## config.mk

```make
export PLATFORM = sky130hd
export DESIGN_NAME = http_request_line_parser_unit
export DESIGN_NICKNAME = d
export VERILOG_FILES = /design/src/hrlp_pkg.sv /design/src/hrlp_core.sv /design/src/http_request_line_parser_unit.sv
export SDC_FILE = /design/constraint.sdc
export NUM_CORES = 1
export LEC_CHECK = 0
export BUFFER_PORTS_ARGS = -buffer_cell sky130_fd_sc_hd__clkbuf_2
export CAP_MARGIN = 20
export CORE_MARGIN = 1
export CORE_UTILIZATION = 35
export CTS_BUF_LIST = sky130_fd_sc_hd__clkbuf_8 sky130_fd_sc_hd__clkbuf_16
export CTS_CLUSTER_DIAMETER = 50
export CTS_CLUSTER_SIZE = 10
export DETAILED_ROUTE_END_ITERATION = 8
export SLEW_MARGIN = 10
export SYNTH_ARGS = -nofsm -noshare
export SYNTH_HDL_FRONTEND = slang
export SYNTH_SLANG_ARGS = --single-unit
export TNS_END_PERCENT = 100
```

## constraint.sdc

```tcl
create_clock -name clk -period 2.5 [get_ports clk]
set_clock_uncertainty 0.15 [all_clocks]
set_input_delay 0.125 -clock clk [delete_from_list [all_inputs] [get_ports clk]]
set_output_delay 0.125 -clock clk [all_outputs]
set_load 0.1 [all_outputs]
```

## src/hrlp_pkg.sv

```systemverilog
// hrlp_pkg: shared types, character codes and match tables for the
// request line parser; no dependencies
package hrlp_pkg;

	// parser phases
	typedef enum logic [2:0] {
		PH_METHOD  = 3'd0,
		PH_TSTART  = 3'd1,
		PH_PATH    = 3'd2,
		PH_QUERY   = 3'd3,
		PH_VERSION = 3'd4,
		PH_SKIP    = 3'd5
	} phase_t;

	// status codes reported with the line end
	typedef enum logic [2:0] {
		ST_OK          = 3'd0,
		ST_BAD_TARGET  = 3'd1,
		ST_QUOTE       = 3'd2,
		ST_BAD_VERSION = 3'd3,
		ST_BAD_METHOD  = 3'd4
	} status_t;

	localparam logic [7:0] CH_LF    = 8'h0A;
	localparam logic [7:0] CH_CR    = 8'h0D;
	localparam logic [7:0] CH_SPACE = 8'h20;
	localparam logic [7:0] CH_QUOTE = 8'h22;
	localparam logic [7:0] CH_SLASH = 8'h2F;
	localparam logic [7:0] CH_QMARK = 8'h3F;

	localparam logic [2:0] METHOD_LEN  = 3'd4;
	localparam logic [3:0] VERSION_LEN = 4'd10;
	// bytes of the version seen just before its closing LF
	localparam logic [3:0] VERSION_PRE_LF = 4'd9;

	// one parser result
	typedef struct packed {
		logic [7:0] out_byte;
		logic       path_valid;
		logic       query_valid;
		logic       line_done;
		status_t    status;
	} result_t;

	// expected method text "GET "
	function automatic logic [7:0] method_char(input logic [1:0] pos);
		logic [7:0] c;
		case (pos)
			2'd0:    c = 8'h47;
			2'd1:    c = 8'h45;
			2'd2:    c = 8'h54;
			default: c = CH_SPACE;
		endcase
		return c;
	endfunction

	// expected version text "HTTP/1.1\r\n"
	function automatic logic [7:0] version_char(input logic [3:0] pos);
		logic [7:0] c;
		case (pos)
			4'd0:    c = 8'h48;
			4'd1:    c = 8'h54;
			4'd2:    c = 8'h54;
			4'd3:    c = 8'h50;
			4'd4:    c = 8'h2F;
			4'd5:    c = 8'h31;
			4'd6:    c = 8'h2E;
			4'd7:    c = 8'h31;
			4'd8:    c = CH_CR;
			4'd9:    c = CH_LF;
			default: c = 8'h00;
		endcase
		return c;
	endfunction

endpackage

```

## src/hrlp_core.sv

```systemverilog
// hrlp_core: parser state registers and the single-byte step logic
// depends on hrlp_pkg
module hrlp_core (
	input  logic              clk,
	input  logic              arst_n,
	input  logic              step_en,
	input  logic [7:0]        byte_in,
	output hrlp_pkg::result_t res
);
	import hrlp_pkg::*;

	phase_t     phase_q, phase_d;
	logic [2:0] method_pos_q, method_pos_d;
	logic       method_ok_q, method_ok_d;
	logic [3:0] version_pos_q, version_pos_d;
	logic       version_ok_q, version_ok_d;
	logic       target_bad_q, target_bad_d;
	logic       quote_seen_q, quote_seen_d;

	logic is_lf;
	assign is_lf = (byte_in == CH_LF);

	// next state
	always_comb begin
		phase_d       = phase_q;
		method_pos_d  = method_pos_q;
		method_ok_d   = method_ok_q;
		version_pos_d = version_pos_q;
		version_ok_d  = version_ok_q;
		target_bad_d  = target_bad_q;
		quote_seen_d  = quote_seen_q;
		if (is_lf) begin
			phase_d       = PH_METHOD;
			method_pos_d  = '0;
			method_ok_d   = 1'b1;
			version_pos_d = '0;
			version_ok_d  = 1'b1;
			target_bad_d  = 1'b0;
			quote_seen_d  = 1'b0;
		end else begin
			case (phase_q)
				PH_METHOD: begin
					if (method_pos_q < METHOD_LEN) begin
						if (byte_in != method_char(method_pos_q[1:0]))
							method_ok_d = 1'b0;
						method_pos_d = method_pos_q + 3'd1;
					end
					if (byte_in == CH_SPACE)
						phase_d = PH_TSTART;
				end
				PH_TSTART: begin
					if (byte_in == CH_SLASH) begin
						phase_d = PH_PATH;
					end else begin
						target_bad_d = 1'b1;
						phase_d      = PH_SKIP;
					end
				end
				PH_PATH: begin
					if (byte_in == CH_QMARK)
						phase_d = PH_QUERY;
					else if (byte_in == CH_SPACE)
						phase_d = PH_VERSION;
				end
				PH_QUERY: begin
					if (byte_in == CH_SPACE)
						phase_d = PH_VERSION;
					else if (byte_in == CH_QUOTE)
						quote_seen_d = 1'b1;
				end
				PH_VERSION: begin
					if (version_pos_q < VERSION_LEN) begin
						if (byte_in != version_char(version_pos_q))
							version_ok_d = 1'b0;
						version_pos_d = version_pos_q + 4'd1;
					end else begin
						version_ok_d = 1'b0;
					end
				end
				default: ;
			endcase
		end
	end

	// result for this byte
	always_comb begin
		logic tbad, vgood, mgood;
		tbad  = target_bad_q || (phase_q == PH_METHOD) || (phase_q == PH_TSTART)
			|| (phase_q > PH_VERSION);
		vgood = (phase_q == PH_VERSION) && version_ok_q
			&& (version_pos_q == VERSION_PRE_LF);
		mgood = method_ok_q && (method_pos_q >= METHOD_LEN);
		res             = '0;
		res.status      = ST_OK;
		res.path_valid  = 1'b0;
		res.query_valid = 1'b0;
		if (is_lf) begin
			res.line_done = 1'b1;
			if (tbad)
				res.status = ST_BAD_TARGET;
			else if (quote_seen_q)
				res.status = ST_QUOTE;
			else if (!vgood)
				res.status = ST_BAD_VERSION;
			else if (!mgood)
				res.status = ST_BAD_METHOD;
			else
				res.status = ST_OK;
		end else begin
			case (phase_q)
				PH_TSTART: res.path_valid  = (byte_in == CH_SLASH);
				PH_PATH:   res.path_valid  = (byte_in != CH_QMARK) && (byte_in != CH_SPACE);
				PH_QUERY:  res.query_valid = (byte_in != CH_SPACE);
				default:   ;
			endcase
		end
		res.out_byte = (res.path_valid || res.query_valid) ? byte_in : 8'h00;
	end

	// state registers
	always_ff @(posedge clk or negedge arst_n) begin
		if (!arst_n) begin
			phase_q       <= PH_METHOD;
			method_pos_q  <= '0;
			method_ok_q   <= 1'b1;
			version_pos_q <= '0;
			version_ok_q  <= 1'b1;
			target_bad_q  <= 1'b0;
			quote_seen_q  <= 1'b0;
		end else if (step_en) begin
			phase_q       <= phase_d;
			method_pos_q  <= method_pos_d;
			method_ok_q   <= method_ok_d;
			version_pos_q <= version_pos_d;
			version_ok_q  <= version_ok_d;
			target_bad_q  <= target_bad_d;
			quote_seen_q  <= quote_seen_d;
		end
	end

endmodule

```

## src/http_request_line_parser_unit.sv

```systemverilog
// http_request_line_parser_unit: top level, input and result registers
// around hrlp_core; depends on hrlp_pkg and hrlp_core
//
// Usage:
//   s_* carries the request line, one byte per transaction in s_tdata.
//   m_* gives one result transaction per input byte: m_tdata holds the
//   echoed path or query byte (zero otherwise) and the status, m_tuser
//   marks path and query bytes, m_tlast marks the LF that ends the line;
//   status is nonzero only with m_tlast.
//   Path: a byte accepted into the input register is stepped through the
//   parser into the result register and shown on m_* from then on.
//   Throughput: one byte per cycle while m_* is not stalled; the parser
//   step is one short compare-and-select path between the input and
//   result registers.
//   Reset clears the valid flags of both registers and returns the parser
//   to the method phase.
//   When a result waits and m_tready is low, the result register holds, the
//   input register still takes one more byte if it is empty, and then s_tready
//   drops until the result is taken.
module http_request_line_parser_unit (
	input  logic        clk,
	input  logic        arst_n,
	input  logic        s_tvalid,
	output logic        s_tready,
	input  logic [7:0]  s_tdata,   // [7:0] in_byte
	output logic        m_tvalid,
	input  logic        m_tready,
	output logic [15:0] m_tdata,   // [7:0] out_byte, [10:8] status, rest zero
	output logic [1:0]  m_tuser,   // [0] path_valid, [1] query_valid
	output logic        m_tlast    // line_done
);
	import hrlp_pkg::*;

	logic       valid_s1;
	logic [7:0] byte_s1;
	logic       valid_s2;
	result_t    res_s2;
	result_t    res;
	logic       advance;

	assign advance  = !valid_s2 || m_tready;
	assign s_tready = !valid_s1 || advance;

	// input register
	always_ff @(posedge clk or negedge arst_n) begin
		if (!arst_n) begin
			valid_s1 <= 1'b0;
		end else if (s_tready) begin
			valid_s1 <= s_tvalid;
		end
	end

	always_ff @(posedge clk) begin
		if (s_tready && s_tvalid)
			byte_s1 <= s_tdata;
	end

	hrlp_core u_core (
		.clk     (clk),
		.arst_n  (arst_n),
		.step_en (valid_s1 && advance),
		.byte_in (byte_s1),
		.res     (res)
	);

	// result register
	always_ff @(posedge clk or negedge arst_n) begin
		if (!arst_n) begin
			valid_s2 <= 1'b0;
		end else if (advance) begin
			valid_s2 <= valid_s1;
		end
	end

	always_ff @(posedge clk) begin
		if (advance && valid_s1)
			res_s2 <= res;
	end

	assign m_tvalid = valid_s2;
	assign m_tdata  = {5'd0, res_s2.status, res_s2.out_byte};
	assign m_tuser  = {res_s2.query_valid, res_s2.path_valid};
	assign m_tlast  = res_s2.line_done;

	// a result is never both path and query
	a_excl_flags: assert property (@(posedge clk) disable iff (!arst_n)
		valid_s2 |-> !(res_s2.path_valid && res_s2.query_valid))
		else $error("path and query flags both set");

	// status only reported with the line end
	a_status_only_last: assert property (@(posedge clk) disable iff (!arst_n)
		(valid_s2 && !res_s2.line_done) |-> (res_s2.status == ST_OK))
		else $error("status set without line end");

	// the line end never carries a captured byte
	a_last_no_capture: assert property (@(posedge clk) disable iff (!arst_n)
		(valid_s2 && res_s2.line_done) |->
			(!res_s2.path_valid && !res_s2.query_valid && res_s2.out_byte == 8'h00))
		else $error("line end marked as captured byte");

	// a stalled result register keeps its content
	a_hold_on_stall: assert property (@(posedge clk) disable iff (!arst_n)
		(valid_s2 && !m_tready) |=> (valid_s2 && $stable(res_s2)))
		else $error("result changed under stall");

endmodule

```

Word level (Yosys, flattened, before mapping)
Memory sizes are Yosys's and may differ from the RTL's.
Index checks and enable logic that the tools add are counted.

storage, ports and cells
  word-level logic and storage cells = 122
  flip-flop bits (word level) = 38
  memories kept = 1
  bits in read-only memories = 112
  bits of input ports = 12
  output and inout port bits = 21

memory list
  name             depth  bits a word  read ports  clocked after Yosys merged registers in  write ports  line            source
  (no name shown)  16     7            1           0                                        0            hrlp_pkg.sv:60  case (pos)

cells by class
  muxes and demuxes = 42
  $add $sub $neg = 2
  $lt $le $gt $ge = 4
  bitwise gates (word level) = 2
  equal/unequal tests = 20
  reduce and logical (&&, ||, !) cells = 34

operators with widths
  cell                   count
  $mux W8                6
  $mux W3                12
  $eq A8 B6 Y1 const B   4
  $pmux W7 S3            1
  $mux W1                16
  $mux W4                4
  $ne A8 B6 Y1 const B   2
  $ne A8 B8 Y1           2
  $reduce_bool A2 Y1     8
  $reduce_and A3 Y1      5
  $pmux W3 S4            1
  $eq A8 B4 Y1 const B   1
  $reduce_and A4 Y1      2
  $eq A3 B2 Y1 const B   2
  $logic_and A1 B1 Y1    6
  $logic_or A1 B1 Y1     6
  $reduce_bool A5 Y1     1
  $add A4 B1 Y4 const B  1
  $eq A4 B4 Y1 const B   1
  $lt A4 B4 Y1 const B   1
  $ne A2 B1 Y1 const B   2
  $reduce_or A4 Y1       1
  $add A3 B1 Y3 const B  1
  $eq A3 B1 Y1 const B   1
  other kinds (15)       17

Depth between registers and ports, before layout
  depth in word-level cells = 10
  gate-level depth with buffers = 7
  gate-level depth less buffers = 7

Modules after synthesis
A second synthesis with hierarchy kept.

second synthesis, totals
  cells, all modules = 196
  area total of the unflattened synthesis = 2,125.8 µm²

modules (own cells, without submodules)
  module                         cells an instance  sequential area each (µm²)  area an instance (µm²)  instances
  hrlp_core                      160                352.8                       1,320.0                 1
  http_request_line_parser_unit  36                 710.7                       805.8                   1

Least setup slack after synthesis
OpenSTA, ideal clock, no wires.

  path type = register to register
  from = register valid_s2 (netlist: m_tvalid)
  to = register byte_s1[0], enable pin
  path buffers = 0
  setup time = 0.282 ns
  arrival time = 2.521 ns
  required time = 2.068 ns
  stages on the path, launching flop included = 3
  slack = -0.452 ns
  clock period less this slack = 2.952 ns
  cell sequence = dfrtp_1 nand3b_1 and2_1

between the ends
  longest elaborated chain between the ends = 4

RTL lines
  item                      line                                 source
  start: declaration        http_request_line_parser_unit.sv:36  logic valid_s2;
  start signal: assignment  http_request_line_parser_unit.sv:71  valid_s2 <= valid_s1;
  $logic_not A1 Y1          http_request_line_parser_unit.sv:41  assign advance = !valid_s2 || m_tready;
  $logic_or A1 B1 Y1        http_request_line_parser_unit.sv:41
  $logic_or A1 B1 Y1        http_request_line_parser_unit.sv:42  assign s_tready = !valid_s1 || advance;
  via s_tready              http_request_line_parser_unit.sv:24  output logic s_tready,
  $logic_and A1 B1 Y1       http_request_line_parser_unit.sv:54  if (s_tready && s_tvalid)
  end signal: assignment    http_request_line_parser_unit.sv:55  byte_s1 <= s_tdata;
  end: declaration          http_request_line_parser_unit.sv:35  logic [7:0] byte_s1;

The timed path passes the listed nets, and every way through them passes these cells.
A chain may end at the register's enable or synchronous reset.

Final worst setup path
  from = register byte_s1[1]
  to = register res_s2 (netlist bit m_tdata[1]), data pin

between the ends
  longest elaborated chain between the ends = 5
  elaborated cells on any way between the ends = 9
  those cells by class = eq/ne: 4; mux: 3; reduce/logical: 2

RTL lines
  item                                    line                                 source
  $ne A8 B6 Y1, on equally long branches  hrlp_core.sv:112, hrlp_core.sv:113
  $logic_and A1 B1 Y1                     hrlp_core.sv:112                     PH_PATH: res.path_valid = (byte_in != CH_QMARK) && (byte_in != CH_SPACE);
  $pmux W1 S2                             hrlp_core.sv:110                     case (phase_q)
  $mux W2                                 hrlp_core.sv:97                      if (is_lf) begin
  $logic_or A1 B1 Y1                      hrlp_core.sv:117                     res.out_byte = (res.path_valid || res.query_valid) ? byte_in : 8'h00;
  end signal: assignment                  http_request_line_parser_unit.sv:77  res_s2 <= res;
  end: declaration                        http_request_line_parser_unit.sv:37  result_t res_s2;

Parallel ways exist; a longest one is shown, timed or not.

==> metrics.txt <==
# clock sinks 38; Worst Setup End Kind flop; average size of a mapped cell 10.8 µm²; violation count after the first detailed-route iteration 64; TritonCTS clock tree built; outcome finished, final reports clean; total placed cells including tap cells 295; count of synthesis-stage warnings from yosys 0; layout overhead on the synthesized area 17.5%; count of endpoints failing setup in the final report 0; post-layout instance count excluding filler cells 313; required time at the worst-slack endpoint 2400 ps; startpoint of the lowest-slack hold path m_tready; worst hold slack 5.99 ps; Max-cap violations 0; clock buffer depth 2; hold crit path type input pin to flop; Hold Path Depth 3; leakage power 1.08 nW; unrepaired setup endpoints after global routing false; count of buffers from port buffering 27; CTS HTree Levels 2; final-layout fill cell count 591; area used by multi-input combinational logic 1000 µm²; number of global-route vias before repair 1501; antenna cell count 0; Clock Root Buffer sky130_fd_sc_hd__clkbuf_8; minimum clock period 2070 ps; worst supply voltage drop on vdd 0.398 mV; setup slack on the worst flop-to-flop path 430 ps; Initial Utilization 0.364; first-pass GRT wire length 7400 µm; slew at the pin with the worst max-slew slack 543 ps; top_reg_cell synth sky130_fd_sc_hd__edfxtp_1; Die X-Extent 80.7 µm; first drt pass iteration count 6; flip-flop and latch count after synthesis 38; GRT Util Overall 0.157; largest net degree at the start of global routing 17; clock insertion delay at the later pin of the skew report 300 ps; wirelength, routed 4560 µm; number of cells traversed by the worst register-to-register path 5; Power per Cell Area 748 nW/µm²; highest fanout seen on the critical path 8; Cell variety after synth 53; DP Wirelength 3340 µm; count of antenna-violating nets left after detailed routing 0; setup slack after placement 468 ps; num rows 28; worst-case setup margin in the final layout 431 ps; area of the die 6510 µm²; register area 1060 µm²; DRC 0; type of the setup path with the least slack flop to flop; Num CTS Buffers 5; synthesized netlist cell count 200; y dimension of the die 80.7 µm; Startpoint Class flop; terminating pin of the worst hold path valid_s1; Setup TNS Final 0 ps; postcts setup bufs 0; async set-reset flop share out of synthesis 0.421; Ports 33; number of antenna violations at the first check in global routing 0; top cell types by occurrence after synthesis 22 x sky130_fd_sc_hd__edfxtp_1, 14 x sky130_fd_sc_hd__dfrtp_1, 14 x sky130_fd_sc_hd__nor2_1, 11 x sky130_fd_sc_hd__nand2_1, 10 x sky130_fd_sc_hd__ha_1; arrival time of the worst setup path 1970 ps; clock transition time at the flip-flop clock pins of the worst setup and hold paths 70 ps; number of enable flip-flop cells after synthesis 22; Max transition margin 0.639; maximum achievable frequency 0.483 GHz; drt wl/cell 14.6 µm; area of the mapped netlist 2170 µm²; worst reg2reg startpoint byte_s1[1]; routed via count divided by cell count 5.04; biggest area consumer among synthesized cells sky130_fd_sc_hd__edfxtp_1; capture point of the worst reg-to-reg path m_tdata[1]; fraction of the yosys area taken by sequential cells 0.491; slowest stage cell on the critical path sky130_fd_sc_hd__edfxtp_1; Max Transition Viols Final 0; standard cell core area 5960 µm²; area share of the leading cell type in the synthesized netlist 0.305; cell with the most instances after synthesis sky130_fd_sc_hd__edfxtp_1; startpoint of the most critical setup path byte_s1[1]; final-stage net count 259; final-report hold violation count 0; Critical Path Max Stage Delay 520 ps; share of final-layout standard cells stronger than drive strength 1 0.239; placer congestion estimate 0.815; crit-path cells nor4_1 -> a21oi_1 -> o21ai_2 -> nand2_1 -> and3_1; Overflow after GRT 0; cell types with the largest area share after synthesis sky130_fd_sc_hd__edfxtp_1 30%, sky130_fd_sc_hd__dfrtp_1 16%, sky130_fd_sc_hd__ha_1 5.8%; fin crit share 0.828; overall via count from detail_route 1577
-- layer usage --
| layer | vias up | global-route usage | wire length (µm) |
|---|---|---|---|
| li1 | 780 | - | - |
| met1 | 750 | 0.198 | 2210 |
| met2 | 41 | 0.251 | 2070 |
| met3 | 6 | 0.0489 | 220 |
| met4 | 0 | 0.0536 | 60 |
| met5 | - | 0 | 0 |
-- cell families after synthesis --
kind of cell	synth area share
fa+ha+maj	0.0577
flops	0.491
other cells	0.00173
buf+inv	0.0560
xor+xnor	0.0242
compound gates	0.145
simple gates	0.225
-- through the flow --
stage          total power [mW]  area, µm²  utilization
2_1_floorplan              1.33       2190            -
3_3_place_gp               1.45       2350        0.395
3_5_place_dp               1.46       2350        0.395
4_1_cts                    1.92       2550        0.428
5_1_grt                    2.04       2550        0.428
6_report                   1.91       2550        0.428
-- worst max path at each step --
stage	depth (start not counted)	end
after floorplan	2	byte_s1[0]
after detailed placement	5	m_tdata[1]
after global placement	5	m_tdata[1]
final	5	m_tdata[1]
after global routing	5	m_tdata[1]
after CTS	5	m_tdata[1]
-- cell type report --
type	instances	share of cell area
Clock buffer	6	0.0324
Sequential cell	38	0.418
Inverter	11	0.0167
Multi-Input combinational cell	142	0.393
Clock inverter	2	0.00491
Tap cell	75	0.0369
Timing Repair Buffer	39	0.0983
-- critical path, delay by kind of cell (launching register included) --
family / cells / cell delay (ps)
AOI/OAI and AO/OA: 2 / 340
and+or+nand+nor: 3 / 820
DFF: 1 / 520
-- placed cells by master (no fill, tap or decap), types with 6 or more instances in the layout --
cell type                       synthesis  routed
sky130_fd_sc_hd__clkbuf_2               0      27
sky130_fd_sc_hd__edfxtp_1              22      22
sky130_fd_sc_hd__nor2_1                14      14
sky130_fd_sc_hd__dfrtp_1               14      13
sky130_fd_sc_hd__nand2_1               11      11
sky130_fd_sc_hd__ha_1                  10      10
sky130_fd_sc_hd__dlygate4sd3_1          0      10
sky130_fd_sc_hd__inv_1                  9       9
sky130_fd_sc_hd__nand2b_1               9       9
sky130_fd_sc_hd__a21oi_1                8       8
sky130_fd_sc_hd__o21ai_1                8       8
sky130_fd_sc_hd__and2_1                 8       7
sky130_fd_sc_hd__clkbuf_8               0       6
-- sequential cells by signal, indices dropped and copies added, names as in the netlist --
name                  flops
byte_s1                   8
m_tdata                  11
m_tlast                   1
m_tuser                   2
m_tvalid                  1
u_core.method_ok_q        1
u_core.method_pos_q       3
u_core.phase_q            3
u_core.quote_seen_q       1
u_core.target_bad_q       1
u_core.version_ok_q       1
u_core.version_pos_q      4
valid_s1                  1
-- timing repair --
| action | CTS | global route |
|---|---|---|
| gates resized for setup | 0 | 0 |
| endpoints found under the hold margin | 25 | 0 |
| hold buffers | 10 | 0 |
-- report_power, final --
part           switching [mW]  internal [mW]  leakage [nW]
registers               0.119          0.743         0.405
clock network           0.220          0.221        0.0472
logic                   0.395          0.206         0.632
Power figures use the tool's default switching activity.
